$ cat config.mk
export PLATFORM = sky130hd
export DESIGN_NAME = linear_interp_audio_resampler_flat
export DESIGN_NICKNAME = d
export VERILOG_FILES = /design/src/hw/rtl/lir_pkg.sv /design/src/hw/rtl/lir_frame_if.sv /design/src/hw/rtl/lir_result_if.sv /design/src/hw/rtl/lir_lane.sv /design/src/hw/rtl/lir_ctrl.sv /design/src/hw/rtl/linear_interp_audio_resampler.sv /design/src/flat_wrapper.sv
export SDC_FILE = /design/constraint.sdc
export NUM_CORES = 2
export LEC_CHECK = 0
export BUFFER_PORTS_ARGS = -buffer_cell sky130_fd_sc_hd__buf_2
export CORE_UTILIZATION = 60
export DETAILED_ROUTE_END_ITERATION = 6
export GPL_TIMING_DRIVEN = 0
export PLACE_DENSITY = 0.8
export SLEW_MARGIN = 40
export SYNTH_ARGS = -nofsm -noshare
export SYNTH_HDL_FRONTEND = slang
export SYNTH_HIERARCHICAL = 1
export SYNTH_SLANG_ARGS = --single-unit
$ cat constraint.sdc
create_clock -name clk -period 8.75 [get_ports clk]
set_input_delay 1.3125 -clock clk [delete_from_list [all_inputs] [get_ports clk]]
set_output_delay 1.3125 -clock clk [all_outputs]
set_load 0.02 [all_outputs]
$ cat src/hw/rtl/lir_pkg.sv
// ----------------------------------------------------------------------------
// lir_pkg
// Shared types and constants of the linear interpolation resampler: sample
// and product widths, register indexes and the issue record between the
// run controller and the lane pipeline.
// ----------------------------------------------------------------------------
`default_nettype none

package lir_pkg;

	// fixed field widths
	localparam int SAMPLE_W = 16;
	localparam int VOL_W    = 16;
	localparam int OUT_W    = 32;
	localparam int INC_W    = 32;
	// phase sum: fraction plus a 32-bit increment never exceeds 33 bits
	localparam int SUM_W    = INC_W + 1;
	localparam int REG_IDX_W = 2;
	localparam int DATA_W   = 32;

	localparam logic [INC_W-1:0] PHASE_INC_RESET = 32'h4000_0000;

	typedef logic signed [SAMPLE_W-1:0] sample_t;
	typedef logic signed [VOL_W-1:0]    volume_t;
	typedef logic signed [OUT_W-1:0]    product_t;

	// configuration register indexes
	typedef enum logic [REG_IDX_W-1:0] {
		REG_PHASE_INC = 2'd0,
		REG_LEFT_VOL  = 2'd1,
		REG_RIGHT_VOL = 2'd2,
		REG_STEREO    = 2'd3
	} reg_idx_t;

	// run controller states
	typedef enum logic [1:0] {
		ST_IDLE = 2'b01,
		ST_RUN  = 2'b10
	} state_t;

	// one output slot handed to the lanes
	typedef struct packed {
		logic valid;
		logic last;
	} issue_t;

endpackage

`default_nettype wire

$ cat src/hw/rtl/lir_frame_if.sv
// ----------------------------------------------------------------------------
// lir_frame_if
// Input channel: one stereo frame per request.
// ----------------------------------------------------------------------------
`default_nettype none

interface lir_frame_if;
	logic             valid;
	logic             ready;
	lir_pkg::sample_t left_sample;
	lir_pkg::sample_t right_sample;

	modport source (output valid, output left_sample, output right_sample, input ready);
	modport sink   (input valid, input left_sample, input right_sample, output ready);
endinterface

`default_nettype wire

$ cat src/hw/rtl/lir_result_if.sv
// ----------------------------------------------------------------------------
// lir_result_if
// Output channel: one scaled stereo output sample per request.
// ----------------------------------------------------------------------------
`default_nettype none

interface lir_result_if;
	logic              valid;
	logic              ready;
	lir_pkg::product_t left_out;
	lir_pkg::product_t right_out;
	logic              last_of_run;

	modport source (output valid, output left_out, output right_out, output last_of_run,
		input ready);
	modport sink   (input valid, input left_out, input right_out, input last_of_run,
		output ready);
endinterface

`default_nettype wire

$ cat src/hw/rtl/lir_lane.sv
// ----------------------------------------------------------------------------
// lir_lane
// One channel of the interpolator: difference times weight, floor shift and
// add to the previous sample, then volume gain. Three stages, all moving on
// the common advance strobe.
// ----------------------------------------------------------------------------
`default_nettype none

module lir_lane #(
	parameter int INTERP_BITS = 15
) (
	input  wire  logic                         clk,
	input  wire  logic                         adv,
	input  wire  lir_pkg::sample_t             prev,
	input  wire  lir_pkg::sample_t             cur,
	input  wire  logic [INTERP_BITS-1:0]       weight,
	input  wire  lir_pkg::volume_t             vol,
	output       lir_pkg::product_t            prod
);

	localparam int DIFF_W = lir_pkg::SAMPLE_W + 1;
	localparam int PROD_W = DIFF_W + INTERP_BITS + 1;

	logic signed [DIFF_W-1:0]      diff;
	logic signed [INTERP_BITS:0]   wgt;
	logic signed [PROD_W-1:0]      dprod_s1;
	lir_pkg::sample_t              prev_s1;
	logic signed [PROD_W-1:0]      shifted;
	lir_pkg::sample_t              samp_s2;
	lir_pkg::product_t             gain_s3;

	// weighted difference
	assign diff = DIFF_W'(cur) - DIFF_W'(prev);
	assign wgt  = $signed({1'b0, weight});

	always_ff @(posedge clk) begin
		if (adv) begin
			dprod_s1 <= PROD_W'(diff) * PROD_W'(wgt);
			prev_s1  <= prev;
		end
	end

	// floor shift; the sum stays between prev and cur so 16 bits suffice
	assign shifted = dprod_s1 >>> INTERP_BITS;

	always_ff @(posedge clk) begin
		if (adv) begin
			samp_s2 <= prev_s1 + $signed(shifted[lir_pkg::SAMPLE_W-1:0]);
		end
	end

	// volume gain
	always_ff @(posedge clk) begin
		if (adv) begin
			gain_s3 <= lir_pkg::OUT_W'(vol) * lir_pkg::OUT_W'(samp_s2);
		end
	end

	assign prod = gain_s3;

endmodule

`default_nettype wire

$ cat src/hw/rtl/lir_ctrl.sv
// ----------------------------------------------------------------------------
// lir_ctrl
// Run controller: takes frames, counts down skipped frames, steps the phase
// accumulator once per output slot and holds the previous and current frame
// that feed the lanes.
// ----------------------------------------------------------------------------
`default_nettype none

module lir_ctrl #(
	parameter int PHASE_BITS  = 30,
	parameter int INTERP_BITS = 15,
	parameter int MAX_RUN     = 64
) (
	input  wire  logic                          clk,
	input  wire  logic                          arst_n,
	lir_frame_if.sink                           frame,
	input  wire  logic                          adv,
	input  wire  logic [lir_pkg::INC_W-1:0]     phase_inc,
	input  wire  logic                          stereo,
	output       lir_pkg::issue_t               issue,
	output       lir_pkg::sample_t              left_prev,
	output       lir_pkg::sample_t              left_cur,
	output       lir_pkg::sample_t              right_prev,
	output       lir_pkg::sample_t              right_cur,
	output       logic [INTERP_BITS-1:0]        weight
);

	localparam int CNT_W = (MAX_RUN > 1) ? $clog2(MAX_RUN) : 1;
	localparam int SUM_W = lir_pkg::SUM_W;

	lir_pkg::state_t          state_q;
	logic [PHASE_BITS-1:0]    frac_q;
	logic [1:0]               skip_q;
	logic [CNT_W-1:0]         cnt_q;
	lir_pkg::sample_t         prev_l_q;
	lir_pkg::sample_t         prev_r_q;
	lir_pkg::sample_t         cur_l_q;
	lir_pkg::sample_t         cur_r_q;

	logic                     accept;
	logic                     step;
	logic [SUM_W-1:0]         sum;
	logic [SUM_W-1:0]         carry;
	logic                     carry_nz;
	logic                     run_end;
	logic [1:0]               skip_new;

	assign frame.ready = (state_q == lir_pkg::ST_IDLE);
	assign accept      = frame.valid && frame.ready;
	assign step        = (state_q == lir_pkg::ST_RUN) && adv;

	// phase accumulator and end of run
	assign sum      = SUM_W'(frac_q) + SUM_W'(phase_inc);
	assign carry    = sum >> PHASE_BITS;
	assign carry_nz = (carry != '0);
	assign run_end  = carry_nz || (cnt_q == CNT_W'(MAX_RUN - 1));
	assign skip_new = !carry_nz ? 2'd0 :
		(carry >= SUM_W'(4)) ? 2'd3 : 2'(carry - SUM_W'(1));

	always_ff @(posedge clk or negedge arst_n) begin
		if (!arst_n) begin
			state_q  <= lir_pkg::ST_IDLE;
			frac_q   <= '0;
			skip_q   <= 2'd0;
			cnt_q    <= '0;
			prev_l_q <= '0;
			prev_r_q <= '0;
		end else begin
			unique case (state_q)
				lir_pkg::ST_IDLE: begin
					if (accept) begin
						if (skip_q != 2'd0) begin
							skip_q   <= skip_q - 2'd1;
							prev_l_q <= frame.left_sample;
							if (stereo) begin
								prev_r_q <= frame.right_sample;
							end
						end else begin
							state_q <= lir_pkg::ST_RUN;
							cnt_q   <= '0;
						end
					end
				end
				lir_pkg::ST_RUN: begin
					if (adv) begin
						frac_q <= sum[PHASE_BITS-1:0];
						cnt_q  <= cnt_q + CNT_W'(1);
						if (run_end) begin
							state_q  <= lir_pkg::ST_IDLE;
							skip_q   <= skip_new;
							prev_l_q <= cur_l_q;
							if (stereo) begin
								prev_r_q <= cur_r_q;
							end
						end
					end
				end
				default: begin
					state_q <= lir_pkg::ST_IDLE;
				end
			endcase
		end
	end

	// current frame, held for the whole run
	always_ff @(posedge clk) begin
		if (accept) begin
			cur_l_q <= frame.left_sample;
			cur_r_q <= frame.right_sample;
		end
	end

	// lane feed; mono sends the left channel to both lanes
	assign issue.valid = step;
	assign issue.last  = run_end;
	assign left_prev   = prev_l_q;
	assign left_cur    = cur_l_q;
	assign right_prev  = stereo ? prev_r_q : prev_l_q;
	assign right_cur   = stereo ? cur_r_q : cur_l_q;
	assign weight      = frac_q[PHASE_BITS-1 -: INTERP_BITS];

	// skipped frame only counts down
	a_skip_countdown: assert property (@(posedge clk) disable iff (!arst_n)
		(accept && skip_q != 2'd0) |=>
		(state_q == lir_pkg::ST_IDLE && skip_q == $past(skip_q) - 2'd1))
		else $error("skipped frame did not count down");

	// no frames pending skip while a run is going
	a_run_no_skip: assert property (@(posedge clk) disable iff (!arst_n)
		(state_q == lir_pkg::ST_RUN) |-> (skip_q == 2'd0))
		else $error("run started with skip pending");

	// end of run hands the current frame over as previous
	a_run_end: assert property (@(posedge clk) disable iff (!arst_n)
		(step && run_end) |=> (state_q == lir_pkg::ST_IDLE && prev_l_q == $past(cur_l_q)))
		else $error("run end did not update previous frame");

	// a stall freezes the phase and slot count
	a_stall_hold: assert property (@(posedge clk) disable iff (!arst_n)
		(state_q == lir_pkg::ST_RUN && !adv) |=>
		(state_q == lir_pkg::ST_RUN && $stable(frac_q) && $stable(cnt_q)))
		else $error("phase moved while stalled");

endmodule

`default_nettype wire

$ cat src/hw/rtl/linear_interp_audio_resampler.sv
// ----------------------------------------------------------------------------
// linear_interp_audio_resampler
// Linear interpolation sample-rate converter for 16-bit stereo or mono audio.
// ----------------------------------------------------------------------------
// Usage:
//  - frame channel carries one input frame per request; result channel
//    carries one gain-scaled output sample pair per request, last_of_run set
//    on the final output caused by a frame.
//  - registers (phase increment, left/right volume, stereo mode) are written
//    through wr_en/wr_index/wr_data while no frame is in flight (user rule).
//  - a frame that starts a run of k outputs occupies the controller for its
//    accept, then one phase step per output (k up to MAX_RUN); a skipped
//    frame only takes its accept. The phase accumulator steps once per cycle
//    unless the result channel stalls.
//  - after a frame is accepted, the first output slot of its run issues from
//    the run state and passes the lane stages (multiply, add, volume
//    multiply); the last stage acts as the output register.
//  - a stall on the result channel freezes the phase accumulator and all
//    lane stages; the next frame is taken as soon as the current run has
//    issued its last output slot.
//  - reset clears previous frame, phase and skip count, and loads the
//    register reset values (increment one, volumes zero, mono).
// ----------------------------------------------------------------------------
`default_nettype none

module linear_interp_audio_resampler #(
	parameter int PHASE_BITS  = 30,
	parameter int INTERP_BITS = 15,
	parameter int MAX_RUN     = 64
) (
	input  wire  logic                             clk,
	input  wire  logic                             arst_n,
	lir_frame_if.sink                              frame,
	lir_result_if.source                           result,
	input  wire  logic                             wr_en,
	input  wire  logic [lir_pkg::REG_IDX_W-1:0]    wr_index,
	input  wire  logic [lir_pkg::DATA_W-1:0]       wr_data
);

	logic [lir_pkg::INC_W-1:0]  phase_inc_q;
	lir_pkg::volume_t           left_vol_q;
	lir_pkg::volume_t           right_vol_q;
	logic                       stereo_q;

	logic                       adv;
	lir_pkg::issue_t            issue;
	lir_pkg::sample_t           left_prev;
	lir_pkg::sample_t           left_cur;
	lir_pkg::sample_t           right_prev;
	lir_pkg::sample_t           right_cur;
	logic [INTERP_BITS-1:0]     weight;
	lir_pkg::product_t          left_prod;
	lir_pkg::product_t          right_prod;

	lir_pkg::issue_t            slot_s1;
	lir_pkg::issue_t            slot_s2;
	lir_pkg::issue_t            slot_s3;

	// configuration registers
	always_ff @(posedge clk or negedge arst_n) begin
		if (!arst_n) begin
			phase_inc_q <= lir_pkg::PHASE_INC_RESET;
			left_vol_q  <= '0;
			right_vol_q <= '0;
			stereo_q    <= 1'b0;
		end else if (wr_en) begin
			unique case (lir_pkg::reg_idx_t'(wr_index))
				lir_pkg::REG_PHASE_INC: phase_inc_q <= wr_data[lir_pkg::INC_W-1:0];
				lir_pkg::REG_LEFT_VOL:  left_vol_q  <= wr_data[lir_pkg::VOL_W-1:0];
				lir_pkg::REG_RIGHT_VOL: right_vol_q <= wr_data[lir_pkg::VOL_W-1:0];
				lir_pkg::REG_STEREO:    stereo_q    <= wr_data[0];
				default: ;
			endcase
		end
	end

	// whole pipeline moves unless the output stage is held
	assign adv = !slot_s3.valid || result.ready;

	lir_ctrl #(
		.PHASE_BITS  (PHASE_BITS),
		.INTERP_BITS (INTERP_BITS),
		.MAX_RUN     (MAX_RUN)
	) u_ctrl (
		.clk        (clk),
		.arst_n     (arst_n),
		.frame      (frame),
		.adv        (adv),
		.phase_inc  (phase_inc_q),
		.stereo     (stereo_q),
		.issue      (issue),
		.left_prev  (left_prev),
		.left_cur   (left_cur),
		.right_prev (right_prev),
		.right_cur  (right_cur),
		.weight     (weight)
	);

	lir_lane #(
		.INTERP_BITS (INTERP_BITS)
	) u_lane_left (
		.clk    (clk),
		.adv    (adv),
		.prev   (left_prev),
		.cur    (left_cur),
		.weight (weight),
		.vol    (left_vol_q),
		.prod   (left_prod)
	);

	lir_lane #(
		.INTERP_BITS (INTERP_BITS)
	) u_lane_right (
		.clk    (clk),
		.adv    (adv),
		.prev   (right_prev),
		.cur    (right_cur),
		.weight (weight),
		.vol    (right_vol_q),
		.prod   (right_prod)
	);

	// slot tracking alongside the lane stages
	always_ff @(posedge clk or negedge arst_n) begin
		if (!arst_n) begin
			slot_s1 <= '0;
			slot_s2 <= '0;
			slot_s3 <= '0;
		end else if (adv) begin
			slot_s1 <= issue;
			slot_s2 <= slot_s1;
			slot_s3 <= slot_s2;
		end
	end

	// merge the two lanes into one result
	assign result.valid       = slot_s3.valid;
	assign result.left_out    = left_prod;
	assign result.right_out   = right_prod;
	assign result.last_of_run = slot_s3.last;

endmodule

`default_nettype wire

$ cat src/flat_wrapper.sv
// flat-port wrapper written by rule: the top's interface ports become plain ports
module linear_interp_audio_resampler_flat 
#(
	parameter int PHASE_BITS  = 30,
	parameter int INTERP_BITS = 15,
	parameter int MAX_RUN     = 64
)
  (clk, arst_n, wr_en, wr_index, wr_data, frame_valid, frame_left_sample, frame_right_sample, frame_ready, result_valid, result_left_out, result_right_out, result_last_of_run, result_ready);
  lir_frame_if frame_i ();
  lir_result_if result_i ();
  input  wire  logic clk;
  input  wire  logic arst_n;
  input  wire  logic wr_en;
  input  wire  logic [lir_pkg::REG_IDX_W-1:0] wr_index;
  input  wire  logic [lir_pkg::DATA_W-1:0] wr_data;
  input wire logic [$bits(frame_i.valid)-1:0] frame_valid;
  input wire logic [$bits(frame_i.left_sample)-1:0] frame_left_sample;
  input wire logic [$bits(frame_i.right_sample)-1:0] frame_right_sample;
  output wire logic [$bits(frame_i.ready)-1:0] frame_ready;
  output wire logic [$bits(result_i.valid)-1:0] result_valid;
  output wire logic [$bits(result_i.left_out)-1:0] result_left_out;
  output wire logic [$bits(result_i.right_out)-1:0] result_right_out;
  output wire logic [$bits(result_i.last_of_run)-1:0] result_last_of_run;
  input wire logic [$bits(result_i.ready)-1:0] result_ready;
  assign frame_i.valid = frame_valid;
  assign frame_i.left_sample = frame_left_sample;
  assign frame_i.right_sample = frame_right_sample;
  assign frame_ready = frame_i.ready;
  assign result_valid = result_i.valid;
  assign result_left_out = result_i.left_out;
  assign result_right_out = result_i.right_out;
  assign result_last_of_run = result_i.last_of_run;
  assign result_i.ready = result_ready;
  linear_interp_audio_resampler #(.PHASE_BITS(PHASE_BITS), .INTERP_BITS(INTERP_BITS), .MAX_RUN(MAX_RUN)) u_core (.clk(clk), .arst_n(arst_n), .frame(frame_i), .result(result_i), .wr_en(wr_en), .wr_index(wr_index), .wr_data(wr_data));
endmodule
==> impl_metrics.yaml <==
status:
  status: "complete, but fails checks"
  violations: "antenna violations, design-rule violations, negative setup slack"
worst_setup_path:
  worstPathMaxFanout: 7
  end_kind: "register"
  cp_common_cell: "fa_1"
  arrival_ns: 9.13
  critPathLaunchType: "register"
  required_ns: 9.05
  max_stage_delay_ns: 0.59
  rr_endpoint: "u_core/u_lane_right/dprod_s1[29]$_DFFE_PP_"
  crit_slowest_cell: "fa_1"
  r2r_slack_ns: -0.08
  crit_type: "reg2reg"
  reg2reg_depth: 33
  rr_startpoint: "u_core/stereo_q$_DFFE_PN0P_"
sta:
  finClkSkew_ns: 0.02891
  slew_headroom_pct: 41.67
  timing.final.crit_share_pct: 101.0
  finalHoldViolCount: 0
  setup_viol: 3
  rsz0062_at_grt: "true"
  finalWorstSetupSlack_ns: -0.08332
  max_slew.worst_pin.slew_ns: 0.8670
  fmax_mhz: 113.2
  fin_crit_ns: 8.833
  report.final.slew_viol_count: 0
floorplan:
  core_area_um2: 92360
  die_height_um: 308.3
  rows: 111
  die_w_um: 308.3
  ios: 138
  initial_core_util_pct: 60.97
  die-area_um2: 95070
synth:
  yosys.area.top_type: "fa_1"
  syn_inst: 5825
  synth_area_um2: 56310
  synthFlopType: "edfxtp_1"
  yosys_warnings: 6
  yosys.area.top_type_share_pct: 35.87
  synth-seq-cells: 335
  ys_types: 100
  synth-edff-count: 192
  synthTopCellsByArea: "fa_1 36%, edfxtp_1 10%, ha_1 9.2%, inv_1 8.2%, dfrtp_1 6.3%"
  synthArstFlopShare_pct: 42.69
  ys_seq_area_share_pct: 16.60
  synth_nets: 7320
  avgSynthCellArea_um2: 9.666
cells_and_area:
  fin_nets: 7582
  drive_above_1_share_pct: 10.93
  fin_cells: 7374
  syn2layout_area_growth_pct: 10.09
detailed_routing:
  ant_nets: 1
  drc_errors: 12
  routed_wl_mm: 150.5
  firstDrtPassIters: 7
  routedWlPerCell_um: 20.41
  num_vias: 42610
  viasPerCell: 5.778
  drt-initial-drc-count: 3613
cts:
  path_clk_slew_ns: 0.06
  cts_root_buffer: "clkbuf_16"
  h-tree-depth: 2
  clk_latency_ns: 0.58
  cts_hold_buf: 0
  cts_tree: "built"
  cts.sinks: 335
  cts_buffers: 39
  cts_buffer_depth: 3
min_path:
  whs_path_depth: 1
  min_from: "u_core/slot_s2[1]$_DFFE_PN0P_"
  min_path_type: "reg2reg"
  hold_end: "u_core/result.valid$_DFFE_PN0P_"
place:
  place_congestion: 0.9641
  port_buffers: 137
  placedCellCount: 7212
  dpl.hpwl_mm: 120.5
global_routing:
  grt_max_degree: 59
  grt.total_usage_pct: 32.41
  antenna_found_initial: 10
  overflow: 0
  grt_pass1_vias: 44440
  grt_first_pass_wirelength_mm: 237.4
job:
  drv_cap: 0
==> registers in the layout, indices dropped and copies added, names as in the netlist, 30 cells and up <==
| name | cells |
|---|---|
| u_core/phase_inc_q | 32 |
| u_core/u_lane_left/prod | 32 |
| u_core/u_lane_right/prod | 32 |
| u_core/u_ctrl/frac_q | 30 |
==> cell families after synthesis <==
| kind of cell | Yosys count | share of synthesized area, % |
|---|---|---|
| AND/OR/NAND/NOR | 1647 | 14.75 |
| multiplexers | 155 | 3.127 |
| adder cells (fa/ha/maj) | 1424 | 45.10 |
| XOR/XNOR | 220 | 3.447 |
| buffers and inverters | 1488 | 10.20 |
| AO/OA/AOI/OAI | 556 | 6.784 |
| flip-flops | 335 | 16.60 |
==> final cells by class <==
| type | instances | area [µm²] |
|---|---|---|
| tap | 1243 | 1555 |
| inverter | 1227 | 4611 |
| antenna | 13 | 32.53 |
| buffer | 259 | 1306 |
| sequential | 335 | 9354 |
| timing repair buffer | 223 | 1528 |
| clock buffer | 53 | 1164 |
| clock inverter | 19 | 207.7 |
| multi-input combinational | 4002 | 42230 |
| fill | 6874 | 30370 |
==> synthesized netlist by cell type, types with 6 or more instances <==
| cell type | count |
|---|---|
| a211o_1 | 6 |
| a211oi_1 | 21 |
| a21boi_0 | 8 |
| a21o_1 | 47 |
| a21oi_1 | 132 |
| a22oi_1 | 10 |
| a311o_1 | 16 |
| a311oi_1 | 18 |
| a31oi_1 | 13 |
| and2_1 | 384 |
| and3_1 | 44 |
| buf_2 | 10 |
| buf_4 | 23 |
| clkbuf_1 | 217 |
| dfrtp_1 | 141 |
| edfxtp_1 | 192 |
| fa_1 | 1009 |
| ha_1 | 415 |
| inv_1 | 1227 |
| mux2_2 | 125 |
| mux2_4 | 10 |
| mux2i_1 | 18 |
| nand2_1 | 618 |
| nand2b_1 | 65 |
| nand3_1 | 170 |
| nand3b_1 | 33 |
| nand4_1 | 17 |
| nor2_1 | 108 |
| nor2b_1 | 60 |
| nor3_1 | 67 |
| nor3b_1 | 6 |
| nor4_1 | 9 |
| o211ai_1 | 11 |
| o21a_1 | 31 |
| o21ai_0 | 113 |
| o21bai_1 | 16 |
| o311ai_0 | 23 |
| o31a_1 | 8 |
| o31ai_1 | 13 |
| or2_2 | 9 |
| or3_1 | 32 |
| xnor2_1 | 165 |
| xor2_1 | 54 |
==> metal layers <==
layer | routed length (µm) | GRT usage (%) | up-vias
met5 | 92 | 0 | -
met4 | 7538 | 14.50 | 14
met1 | 59110 | 42.94 | 21370
li1 | - | - | 18700
met2 | 69720 | 51.63 | 2057
met3 | 14050 | 6.583 | 470
==> through the flow <==
step / TNS, ns / util, % / instance area [µm²] / hold slack, ns / setup slack [ns]
2_1_floorplan: 0 / - / 56310 / 0.4305 / 0.08570
3_3_place_gp: -256.28 / 63.39 / 58550 / 0.4404 / -3.455
3_5_place_dp: -25.80 / 63.59 / 58730 / 0.4551 / -2.195
4_1_cts: -0.001255 / 66.07 / 61020 / 0.4672 / -0.001255
5_1_grt: -0.5923 / 67.09 / 61960 / 0.4782 / -0.1736
6_report: -0.09982 / 67.12 / 61990 / 0.4652 / -0.08332
==> cell usage in the layout (no fill, tap or decap), types with 17 or more instances in the layout <==
cell	synthesis	routed
inv_1	1227	1212
fa_1	1009	997
nand2_1	618	614
ha_1	415	387
and2_1	384	379
clkbuf_1	217	195
edfxtp_1	192	192
nand3_1	170	168
xnor2_1	165	151
buf_2	10	144
dfrtp_1	141	135
a21oi_1	132	123
mux2_2	125	117
o21ai_0	113	107
nor2_1	108	104
buf_4	23	93
nor3_1	67	66
nand2b_1	65	65
nor2b_1	60	57
clkbuf_16	0	47
a21o_1	47	47
xor2_1	54	46
and3_1	44	44
nand3b_1	33	33
or3_1	32	32
o21a_1	31	31
o311ai_0	23	23
ha_4	0	21
a211oi_1	21	19
mux2_4	10	18
mux2i_1	18	18
nand4_1	17	17
==> how the worst max path moves through the flow <==
stage	startpoint	end	cells past startpoint	slack, ns
finish	u_core/stereo_q$_DFFE_PN0P_	u_core/u_lane_right/dprod_s1[29]$_DFFE_PP_	33	-0.08
global route	u_core/stereo_q$_DFFE_PN0P_	u_core/u_lane_right/dprod_s1[29]$_DFFE_PP_	34	-0.17
CTS	u_core/u_ctrl/left_prev[2]$_DFFE_PN0P_	u_core/u_lane_left/dprod_s1[26]$_DFFE_PP_	29	-0.001
detailed placement	u_core/stereo_q$_DFFE_PN0P_	u_core/u_lane_right/dprod_s1[30]$_DFFE_PP_	31	-2.20
global placement	result_ready	u_core/u_ctrl/prev_r_q[4]$_DFFE_PN0P_	9	-3.45
floorplan	u_core/stereo_q$_DFFE_PN0P_	u_core/u_lane_right/dprod_s1[30]$_DFFE_PP_	32	0.09
==> worst max-delay path, delay by kind of cell (launching register included) <==
kind / cells / cell delay, ns
adders and majority gates: 8 / 3.75
AOI/OAI and AO/OA: 12 / 2.31
buffers and inverters: 9 / 1.16
xor gates and xnor gates: 1 / 0.12
muxes: 1 / 0.33
and+or+nand+nor: 2 / 0.26
DFF: 1 / 0.58
==> repair_timing <==
item	in CTS	in global routing
pin swaps	45	93
endpoints found under the hold margin	0	0
endpoints found under the setup margin	23	19
resized for setup	138	131
setup buffers	33	45
cloned	0	1
Power is not shown: default switching activity piles up to over one toggle a cycle in this logic, so the estimate is an artifact.
